**src/sbl_pkg.sv**
```systemverilog
// Shared constants, command and status types for the spectrum bar level block.
package sbl_pkg;

	localparam int BIN_COUNT    = 64;
	localparam int BIN_W        = $clog2(BIN_COUNT);
	localparam int CUR_W        = BIN_W + 1;
	localparam int MAX_PER_BIN  = 1024;
	localparam int LEN_W        = 11;
	localparam int CNT_W        = $clog2(MAX_PER_BIN + 1);
	localparam int SAMPLE_BITS  = 16;
	localparam int SQ_W         = 2 * SAMPLE_BITS;
	localparam int ROOT_STEPS   = SQ_W / 2;
	localparam int STEP_W       = $clog2(ROOT_STEPS);
	localparam int SUM_W        = 26;
	localparam int HEIGHT_SCALE = 480;
	localparam int HEIGHT_MAX   = 479;
	localparam int HGT_W        = 9;
	localparam int SCALE_W      = 9;
	localparam int HSHIFT       = 15;
	localparam int PROD_W       = SUM_W + SCALE_W;
	localparam int SCREEN_WIDTH = 640;
	localparam int BAR_STEP     = SCREEN_WIDTH / BIN_COUNT;
	localparam int X_W          = 10;

	typedef enum logic [6:0] {
		ST_IDLE  = 7'b0000001,
		ST_SQ_RE = 7'b0000010,
		ST_SQ_IM = 7'b0000100,
		ST_ROOT  = 7'b0001000,
		ST_ACC   = 7'b0010000,
		ST_HGT   = 7'b0100000,
		ST_EMIT  = 7'b1000000
	} sbl_state_t;

	typedef struct packed {
		logic load;
		logic sq_re;
		logic sq_im;
		logic root_step;
		logic acc;
		logic hgt;
		logic emit;
	} sbl_cmd_t;

	typedef struct packed {
		logic discard;
		logic bin_done;
		logic out_free;
	} sbl_sts_t;

endpackage

```
**src/sbl_if.sv**
```systemverilog
// Handshake channel interfaces for samples, bar results and configuration.
interface sbl_sample_if;
	import sbl_pkg::*;
	logic                          valid;
	logic                          ready;
	logic signed [SAMPLE_BITS-1:0] sample_re;
	logic signed [SAMPLE_BITS-1:0] sample_im;
	logic                          end_of_block;

	modport source (output valid, sample_re, sample_im, end_of_block, input ready);
	modport sink   (input valid, sample_re, sample_im, end_of_block, output ready);
endinterface

interface sbl_bar_if;
	import sbl_pkg::*;
	logic             valid;
	logic             ready;
	logic [BIN_W-1:0] bin_number;
	logic [X_W-1:0]   bar_left_x;
	logic [HGT_W-1:0] bar_height;
	logic             final_bin;

	modport source (output valid, bin_number, bar_left_x, bar_height, final_bin, input ready);
	modport sink   (input valid, bin_number, bar_left_x, bar_height, final_bin, output ready);
endinterface

interface sbl_cfg_if;
	import sbl_pkg::*;
	logic             valid;
	logic             ready;
	logic [LEN_W-1:0] samples_per_bin;

	modport source (output valid, samples_per_bin, input ready);
	modport sink   (input valid, samples_per_bin, output ready);
endinterface

```
**src/spectrum_bar_levels_top.sv**
```systemverilog
// Top level of the spectrum bar level block: controller plus datapath.
//
//  channel  | modport | payload
//  ---------+---------+------------------------------------------------------
//  samples  | sink    | sample_re, sample_im (Q1.15), end_of_block
//  bars     | source  | bin_number, bar_left_x, bar_height, final_bin
//  cfg      | sink    | samples_per_bin
//
// A sample runs from its transfer to the next ready through squaring of the real and then
// the imaginary part on a shared 16x16 multiplier, the one-bit-per-cycle square root and
// an accumulate step. A sample that completes a bin adds a height multiply and an output
// load, and waits longer while the output register is still held by a stall.
// Samples after the last bin of a block are only loaded, not squared. Reset clears the bin
// counters and the output valid flag and sets samples_per_bin to 1.
module spectrum_bar_levels_top (
	input  logic      clk,
	input  logic      arst_n,
	sbl_cfg_if.sink   cfg,
	sbl_sample_if.sink samples,
	sbl_bar_if.source bars
);
	import sbl_pkg::*;

	sbl_cmd_t cmd;
	sbl_sts_t sts;
	logic     in_ready;

	assign samples.ready = in_ready;

	sbl_ctrl u_ctrl (
		.clk      (clk),
		.arst_n   (arst_n),
		.in_valid (samples.valid),
		.in_ready (in_ready),
		.sts      (sts),
		.cmd      (cmd)
	);

	sbl_datapath u_datapath (
		.clk          (clk),
		.arst_n       (arst_n),
		.sample_re    (samples.sample_re),
		.sample_im    (samples.sample_im),
		.end_of_block (samples.end_of_block),
		.cfg          (cfg),
		.bars         (bars),
		.cmd          (cmd),
		.sts          (sts)
	);

endmodule

```
**src/sbl_ctrl.sv**
```systemverilog
// Controller state machine sequencing load, square, root, accumulate, height and emit steps.
module sbl_ctrl (
	input  logic              clk,
	input  logic              arst_n,
	input  logic              in_valid,
	output logic              in_ready,
	input  sbl_pkg::sbl_sts_t sts,
	output sbl_pkg::sbl_cmd_t cmd
);
	import sbl_pkg::*;

	sbl_state_t        state_q;
	sbl_state_t        state_d;
	logic [STEP_W-1:0] step_q;

	assign in_ready = (state_q == ST_IDLE);

	always_comb begin
		state_d = state_q;
		cmd     = '0;
		case (state_q)
			ST_IDLE: begin
				if (in_valid) begin
					cmd.load = 1'b1;
					// A surplus sample only needs its end marker, handled at load.
					if (!sts.discard) state_d = ST_SQ_RE;
				end
			end
			ST_SQ_RE: begin
				cmd.sq_re = 1'b1;
				state_d   = ST_SQ_IM;
			end
			ST_SQ_IM: begin
				cmd.sq_im = 1'b1;
				state_d   = ST_ROOT;
			end
			ST_ROOT: begin
				cmd.root_step = 1'b1;
				if (step_q == '0) state_d = ST_ACC;
			end
			ST_ACC: begin
				cmd.acc = 1'b1;
				state_d = sts.bin_done ? ST_HGT : ST_IDLE;
			end
			ST_HGT: begin
				cmd.hgt = 1'b1;
				state_d = ST_EMIT;
			end
			ST_EMIT: begin
				if (sts.out_free) begin
					cmd.emit = 1'b1;
					state_d  = ST_IDLE;
				end
			end
			default: state_d = ST_IDLE;
		endcase
	end

	always_ff @(posedge clk or negedge arst_n) begin
		if (!arst_n) begin
			state_q <= ST_IDLE;
			step_q  <= '0;
		end else begin
			state_q <= state_d;
			if (state_q == ST_SQ_IM) begin
				step_q <= STEP_W'(ROOT_STEPS - 1);
			end else if (state_q == ST_ROOT) begin
				step_q <= step_q - 1'b1;
			end
		end
	end

endmodule

```
**src/sbl_datapath.sv**
```systemverilog
// Datapath: squares, bit-serial square root, bin accumulation, height scaling, output register.
module sbl_datapath (
	input  logic                                  clk,
	input  logic                                  arst_n,
	input  logic signed [sbl_pkg::SAMPLE_BITS-1:0] sample_re,
	input  logic signed [sbl_pkg::SAMPLE_BITS-1:0] sample_im,
	input  logic                                  end_of_block,
	sbl_cfg_if.sink                               cfg,
	sbl_bar_if.source                             bars,
	input  sbl_pkg::sbl_cmd_t                     cmd,
	output sbl_pkg::sbl_sts_t                     sts
);
	import sbl_pkg::*;

	logic [SAMPLE_BITS-1:0] re_abs_q;
	logic [SAMPLE_BITS-1:0] im_abs_q;
	logic                   eob_q;
	logic [SQ_W-1:0]        sq_q;
	logic [SQ_W-1:0]        res_q;
	logic [SQ_W-1:0]        bit_q;
	logic [SUM_W-1:0]       hsum_q;
	logic [BIN_W-1:0]       obin_q;
	logic [PROD_W-1:0]      prod_q;

	logic [LEN_W-1:0]       spb_q;
	logic [SUM_W-1:0]       sum_q;
	logic [CNT_W-1:0]       count_q;
	logic [CUR_W-1:0]       cur_bin_q;
	logic                   out_valid_q;
	logic [BIN_W-1:0]       out_bin_q;
	logic [X_W-1:0]         out_x_q;
	logic [HGT_W-1:0]       out_h_q;
	logic                   out_final_q;

	logic [SAMPLE_BITS-1:0] re_abs;
	logic [SAMPLE_BITS-1:0] im_abs;
	logic [SAMPLE_BITS-1:0] mul_a;
	logic [SQ_W-1:0]        square;
	logic [SQ_W-1:0]        trial;
	logic [SUM_W:0]         sum_ext;
	logic [SUM_W-1:0]       sum_sat;
	logic [CNT_W-1:0]       count_nxt;
	logic [CNT_W-1:0]       len_eff;
	logic [PROD_W-HSHIFT-1:0] h_full;
	logic [HGT_W-1:0]       h_sat;

	// Two's complement magnitude; the most negative value maps to 2^(SAMPLE_BITS-1).
	assign re_abs = sample_re[SAMPLE_BITS-1] ? (~sample_re + 1'b1) : sample_re;
	assign im_abs = sample_im[SAMPLE_BITS-1] ? (~sample_im + 1'b1) : sample_im;

	// One multiplier, used for the real square and then the imaginary square.
	assign mul_a  = cmd.sq_re ? re_abs_q : im_abs_q;
	assign square = SQ_W'(mul_a) * SQ_W'(mul_a);
	assign trial  = res_q + bit_q;

	always_comb begin
		if (spb_q == '0) begin
			len_eff = CNT_W'(1);
		end else if (int'(spb_q) > MAX_PER_BIN) begin
			len_eff = CNT_W'(MAX_PER_BIN);
		end else begin
			len_eff = CNT_W'(spb_q);
		end
	end

	assign sum_ext   = {1'b0, sum_q} + (SUM_W+1)'(res_q[SAMPLE_BITS-1:0]);
	assign sum_sat   = sum_ext[SUM_W] ? {SUM_W{1'b1}} : sum_ext[SUM_W-1:0];
	assign count_nxt = count_q + 1'b1;

	assign h_full = prod_q[PROD_W-1:HSHIFT];
	assign h_sat  = (h_full > (PROD_W-HSHIFT)'(HEIGHT_MAX)) ? HGT_W'(HEIGHT_MAX)
	                                                      : h_full[HGT_W-1:0];

	assign sts.discard  = (cur_bin_q == CUR_W'(BIN_COUNT));
	assign sts.bin_done = (count_nxt >= len_eff);
	assign sts.out_free = !out_valid_q || bars.ready;

	assign cfg.ready       = 1'b1;
	assign bars.valid      = out_valid_q;
	assign bars.bin_number = out_bin_q;
	assign bars.bar_left_x = out_x_q;
	assign bars.bar_height = out_h_q;
	assign bars.final_bin  = out_final_q;

	always_ff @(posedge clk) begin
		if (cmd.load) begin
			re_abs_q <= re_abs;
			im_abs_q <= im_abs;
			eob_q    <= end_of_block;
		end
		if (cmd.sq_re) begin
			sq_q <= square;
		end else if (cmd.sq_im) begin
			sq_q  <= sq_q + square;
			res_q <= '0;
			bit_q <= SQ_W'(1) << (SQ_W - 2);
		end else if (cmd.root_step) begin
			if (sq_q >= trial) begin
				sq_q  <= sq_q - trial;
				res_q <= (res_q >> 1) + bit_q;
			end else begin
				res_q <= res_q >> 1;
			end
			bit_q <= bit_q >> 2;
		end
		if (cmd.acc && sts.bin_done) begin
			hsum_q <= sum_sat;
			obin_q <= cur_bin_q[BIN_W-1:0];
		end
		if (cmd.hgt) begin
			prod_q <= PROD_W'(hsum_q) * PROD_W'(HEIGHT_SCALE);
		end
		if (cmd.emit) begin
			out_bin_q   <= obin_q;
			out_x_q     <= X_W'(obin_q * BAR_STEP);
			out_h_q     <= h_sat;
			out_final_q <= (obin_q == BIN_W'(BIN_COUNT - 1));
		end
	end

	always_ff @(posedge clk or negedge arst_n) begin
		if (!arst_n) begin
			spb_q       <= LEN_W'(1);
			sum_q       <= '0;
			count_q     <= '0;
			cur_bin_q   <= '0;
			out_valid_q <= 1'b0;
		end else begin
			if (cfg.valid) begin
				spb_q <= cfg.samples_per_bin;
			end
			if (cmd.load && sts.discard && end_of_block) begin
				cur_bin_q <= '0;
				sum_q     <= '0;
				count_q   <= '0;
			end else if (cmd.acc) begin
				// The marked sample still counts if it completes its bin; the block end then clears the bin state.
				if (eob_q) begin
					cur_bin_q <= '0;
					sum_q     <= '0;
					count_q   <= '0;
				end else if (sts.bin_done) begin
					cur_bin_q <= cur_bin_q + 1'b1;
					sum_q     <= '0;
					count_q   <= '0;
				end else begin
					sum_q   <= sum_sat;
					count_q <= count_nxt;
				end
			end
			if (cmd.emit) begin
				out_valid_q <= 1'b1;
			end else if (bars.ready) begin
				out_valid_q <= 1'b0;
			end
		end
	end

`ifndef SYNTHESIS
	a_emit_free: assert property (@(posedge clk) disable iff (!arst_n)
		cmd.emit |-> (!out_valid_q || bars.ready))
		else $error("result loaded while the output register was still held");

	a_acc_live: assert property (@(posedge clk) disable iff (!arst_n)
		cmd.acc |-> (cur_bin_q < CUR_W'(BIN_COUNT)))
		else $error("accumulation after the last bin of the block");

	a_bin_range: assert property (@(posedge clk) disable iff (!arst_n)
		cur_bin_q <= CUR_W'(BIN_COUNT))
		else $error("bin index ran past the bin count");

	a_root_drained: assert property (@(posedge clk) disable iff (!arst_n)
		cmd.acc |-> (bit_q == '0))
		else $error("square root not finished at accumulation");
`endif

endmodule
```
**src/flat_wrapper.sv**
```systemverilog
// flat-port wrapper written by rule: the top's interface ports become plain ports
module spectrum_bar_levels_top_flat import sbl_pkg::*;
  (clk, arst_n, cfg_valid, cfg_samples_per_bin, cfg_ready, samples_valid, samples_sample_re, samples_sample_im, samples_end_of_block, samples_ready, bars_valid, bars_bin_number, bars_bar_left_x, bars_bar_height, bars_final_bin, bars_ready);
  sbl_cfg_if cfg_i ();
  sbl_sample_if samples_i ();
  sbl_bar_if bars_i ();
  input  logic clk;
  input  logic arst_n;
  input wire logic [$bits(cfg_i.valid)-1:0] cfg_valid;
  input wire logic [$bits(cfg_i.samples_per_bin)-1:0] cfg_samples_per_bin;
  output wire logic [$bits(cfg_i.ready)-1:0] cfg_ready;
  input wire logic [$bits(samples_i.valid)-1:0] samples_valid;
  input wire logic [$bits(samples_i.sample_re)-1:0] samples_sample_re;
  input wire logic [$bits(samples_i.sample_im)-1:0] samples_sample_im;
  input wire logic [$bits(samples_i.end_of_block)-1:0] samples_end_of_block;
  output wire logic [$bits(samples_i.ready)-1:0] samples_ready;
  output wire logic [$bits(bars_i.valid)-1:0] bars_valid;
  output wire logic [$bits(bars_i.bin_number)-1:0] bars_bin_number;
  output wire logic [$bits(bars_i.bar_left_x)-1:0] bars_bar_left_x;
  output wire logic [$bits(bars_i.bar_height)-1:0] bars_bar_height;
  output wire logic [$bits(bars_i.final_bin)-1:0] bars_final_bin;
  input wire logic [$bits(bars_i.ready)-1:0] bars_ready;
  assign cfg_i.valid = cfg_valid;
  assign cfg_i.samples_per_bin = cfg_samples_per_bin;
  assign cfg_ready = cfg_i.ready;
  assign samples_i.valid = samples_valid;
  assign samples_i.sample_re = samples_sample_re;
  assign samples_i.sample_im = samples_sample_im;
  assign samples_i.end_of_block = samples_end_of_block;
  assign samples_ready = samples_i.ready;
  assign bars_valid = bars_i.valid;
  assign bars_bin_number = bars_i.bin_number;
  assign bars_bar_left_x = bars_i.bar_left_x;
  assign bars_bar_height = bars_i.bar_height;
  assign bars_final_bin = bars_i.final_bin;
  assign bars_i.ready = bars_ready;
  spectrum_bar_levels_top u_core (.clk(clk), .arst_n(arst_n), .cfg(cfg_i), .samples(samples_i), .bars(bars_i));
endmodule
```
**config.mk**
```make
export PLATFORM = sky130hd
export DESIGN_NAME = spectrum_bar_levels_top_flat
export DESIGN_NICKNAME = d
export VERILOG_FILES = /design/src/sbl_pkg.sv /design/src/sbl_if.sv /design/src/spectrum_bar_levels_top.sv /design/src/sbl_ctrl.sv /design/src/sbl_datapath.sv /design/src/flat_wrapper.sv
export SDC_FILE = /design/constraint.sdc
export NUM_CORES = 1
export LEC_CHECK = 0
export BUFFER_PORTS_ARGS = -buffer_cell sky130_fd_sc_hd__buf_2
export CORE_MARGIN = 2
export CORE_UTILIZATION = 35
export CTS_CLUSTER_SIZE = 25
export DETAILED_ROUTE_END_ITERATION = 16
export PLACE_DENSITY_LB_ADDON = 0.25
export SETUP_SLACK_MARGIN = 0.3
export SYNTH_ARGS = -nofsm -noshare
export SYNTH_HDL_FRONTEND = slang
export SYNTH_SLANG_ARGS = --single-unit
```
**constraint.sdc**
```tcl
create_clock -name clk -period 9.1 [get_ports clk]
set_clock_uncertainty 0.15 [all_clocks]
set_input_delay 0.91 -clock clk [delete_from_list [all_inputs] [get_ports clk]]
set_output_delay 0.91 -clock clk [all_outputs]
set_load 0.05 [all_outputs]
```
==> impl_summary.md <==
Status
The run finished, with violations left. The checks that failed: negative setup slack.

STA
The fraction of the cycle the final worst path needs is 1.01. The number of pins exceeding their max-slew limit in the final report is 0. Setup repair after global routing could not meet its margin everywhere.

For this run, the top clock speed supported by timing is 108 MHz. Headroom to the max-slew limit came out at 0.231. The number of failing hold endpoints at the final stage is 0.

The measured slew at the worst slew-check pin is around 1.2 ns. The worst-case setup margin in the final layout is -0.129 ns. The hold slack is 0.352 ns.

Setup violations remaining at the end of the flow were counted as 2. The routed design could run at a clock period as short as 9.23 ns.

Finish
For this run, the post-layout net count is 3,481. The summed area of non-filler cells in the final layout is between 30,000 and 40,000 um^2. The repair_antennas step left the layout with diodes totalling 0.

Relative to the synthesized area, the layout overhead comes to 18.4%. Leaving out fill and tap cells, the most frequent cells in the layout are inv_1 (284), nand2_1 (262), ha_1 (261). The most common cell after layout, fill and taps aside is inv_1.

After the flow finishes, the layout carries non-filler instances totaling 3,930. In the final layout, the share of cells above drive strength 1 is 0.175.

Drt
The detail route stage leaves a number of antenna-violating nets equal to 0. The post-route DRC violation count is 0. The routed wire length per instance is between 15 and 20 um. After detailed routing, the total wire length is 66.0 mm. The via count is 20,300. The length of the first detailed-routing pass in iterations is 5.

The DRC violation total after the first TritonRoute iteration is 1,052. The number of vias per cell after detailed routing is 5.17.

Clocking
The number of levels the H-tree was split into is 1. The clock edge transition at the registers on the reported setup and hold paths is 0.06 ns. At the later pin of the worst-skew pair, clock insertion delay measures just under 0.6 ns. The CTS tree is done. The number of buffers added by the clock tree synthesis step is 29. The number of hold buffers added after CTS was 0. The tree is rooted in a clkbuf_16. The maximum number of buffers from clock root to sink is 3. The clock net sink count is 255.

Global route
The total routing usage reported by global routing is 0.172. The first global-routing pass estimated between 100 and 150 mm of wire. The initial antenna violation count is 0. The via count of the first global-routing pass came to 21,300. The maximum number of pins on one net before global-route repair is 68. For this run the aggregate overflow at the end of global routing stands at 0.

Setup path
At the worst endpoint, the required time is around 9.3 ns. The kind of launch point of the worst setup path is a flop. For the worst setup path, the data arrival time is 9.39 ns. By instance count, the cell type seen most on the critical path is fa_1.

Across all register-to-register paths, the minimum setup slack is -0.13 ns. The critical path contains buffers and inverters numbering 11 combined. The startpoint-to-endpoint class of the critical path is reg2reg.

Among all stages on the critical path, the largest delay is contributed by fa_1. Along the worst path, the maximum fanout reaches 7. The kind of end point of the critical path is a flop. The number of cells on the critical path is 41.

The largest single stage delay on the critical path is 0.54 ns. The top cell family by delay on the critical path is adder cells. The number of cells traversed by the worst register-to-register path is 41.

Synth
The post-synthesis sequential area ratio is 0.282. The main combinational cell family by area after synthesis is adder cells. The share of synthesized flip-flops with an asynchronous set or reset is 0.263. The post-synthesis net count is between 3,000 and 4,000. The post-synthesis share of cell area spent on xor and xnor gates is 0.0661.

Of the total synthesized cell area, the portion taken by full adders, half adders and majority gates is 0.294. The count of flip-flops with a built-in enable after synthesis is 188. The fraction of the mapped netlist area in compound gates came to 0.154. In the synthesized netlist the dominant register cell turns out to be edfxtp_1. The portion of synthesized area spent on multiplexers is 0.0118.

The cell area after synthesis is 26,000 um^2. The register bit count reported by yosys is 255. Of the total synthesized cell area, the portion taken by AND, OR, NAND and NOR gates is 0.137. After technology mapping, the gate count stands at 2,702. The count of synthesis-stage warnings from yosys is 0. Yosys mapped the design onto 84 distinct sky130hd cell types. The synthesized area per cell is 9.61 um^2.

Worst hold path
The path class of the tightest hold or removal check is reg2reg. The hold path depth is 1.

Floorplan
The number of rows created at floorplan is 99. In this run the horizontal extent of the chip is 276 um. The die is 276 um tall. The number of top-level pins is slightly below 80. The total area inside the core boundary comes to 73,200 um^2. For this configuration, the core starts out at a cell density of 0.355. The die covers 76,400 um^2.

Placed design
The placed instances occupy a cell area of ~29,000 um^2. The placed wire-length estimate is 53.3 mm. The count of buffers added on input and output ports is 75. Once placement completed, the tool counted placed cells totaling 3,839. Routability-driven placement finished with a final weighted congestion of 0.915. The pre-CTS setup slack is -0.384 ns.

Flow run
The total of max-cap violations is 0.
metal layers:
| metal | routed length, um | share of wire | global-route usage |
|---|---|---|---|
| met3 | 2290 | 0.035 | 0.0191 |
| met2 | 31500 | 0.48 | 0.297 |
| met4 | 1530 | 0.023 | 0.0402 |
| met1 | 30700 | 0.47 | 0.230 |
| met5 | 0 | 0 | 0 |
area by class of cell:
class	count	area, um^2
repair buffers	279	2010
inverters	302	1160
flip-flops and latches	255	7330
well taps	959	1200
clock buffers	32	768
clock inverters	22	260
multi-input cells	2081	18000
fillers	7034	42400
registers in the layout (all words and copies together), names as in the netlist, 9 cells and up:
name                               flops
u_core.u_datapath.bit_q               16
u_core.u_datapath.bars.bar_height      9
u_core.u_datapath.count_q             11
u_core.u_datapath.im_abs_q            16
u_core.u_datapath.spb_q               11
u_core.u_datapath.res_q               32
u_core.u_datapath.hsum_q              26
u_core.u_datapath.re_abs_q            16
u_core.u_datapath.sum_q               26
u_core.u_datapath.sq_q                32
u_core.u_datapath.prod_q              20
cells by family after synthesis:
logic type,Yosys count
other,2
XOR/XNOR,196
multiplexers,29
adder cells (fa/ha/maj),484
AND/OR/NAND/NOR,766
AO/OA/AOI/OAI,604
flip-flops,255
buffers and inverters,366
path summary, 6_finish.rpt:
check	start	end
setup / recovery	u_core.u_ctrl.state_q[3]	u_core.u_datapath.sq_q[31]
hold reg to reg	u_core.u_datapath.prod_q[18]	u_core.u_datapath.bars.bar_height[3]
min in group asynchronous	arst_n	u_core.u_datapath.sum_q[14]
max in group asynchronous	arst_n	u_core.u_ctrl.state_q[3]
setup reg to reg	u_core.u_ctrl.state_q[3]	u_core.u_datapath.sq_q[31]
hold / removal	u_core.u_datapath.prod_q[18]	u_core.u_datapath.bars.bar_height[3]
cell usage after synthesis, types with 37 or more instances:
master	count	area, um^2
xor2_1	63	552
xnor2_1	133	1160
fa_1	212	4240
clkbuf_1	47	176
edfxtp_1	188	5650
nor2_1	204	766
a21oi_1	138	691
nand3_1	41	205
dfrtp_1	65	1630
a31oi_1	43	269
o21ai_0	122	611
a21o_1	76	571
inv_1	295	1110
nor3_1	37	185
ha_1	272	3400
nand2_1	274	1030
per-stage QoR:
step           TNS [ns]   util
2_1_floorplan         0      -
3_3_place_gp     -0.480  0.392
3_5_place_dp      -1.51  0.392
4_1_cts          -0.109  0.412
5_1_grt           -2.00  0.420
6_report         -0.180  0.420
what timing repair did:
action,4_1_cts,5_1_grt
setup endpoints to repair,14,17
setup buffers,10,26
resized for setup,76,78
pin swaps,14,65
cloned,1,0
Power is not shown: default switching activity piles up to over one toggle a cycle in this logic, so the estimate is an artifact.
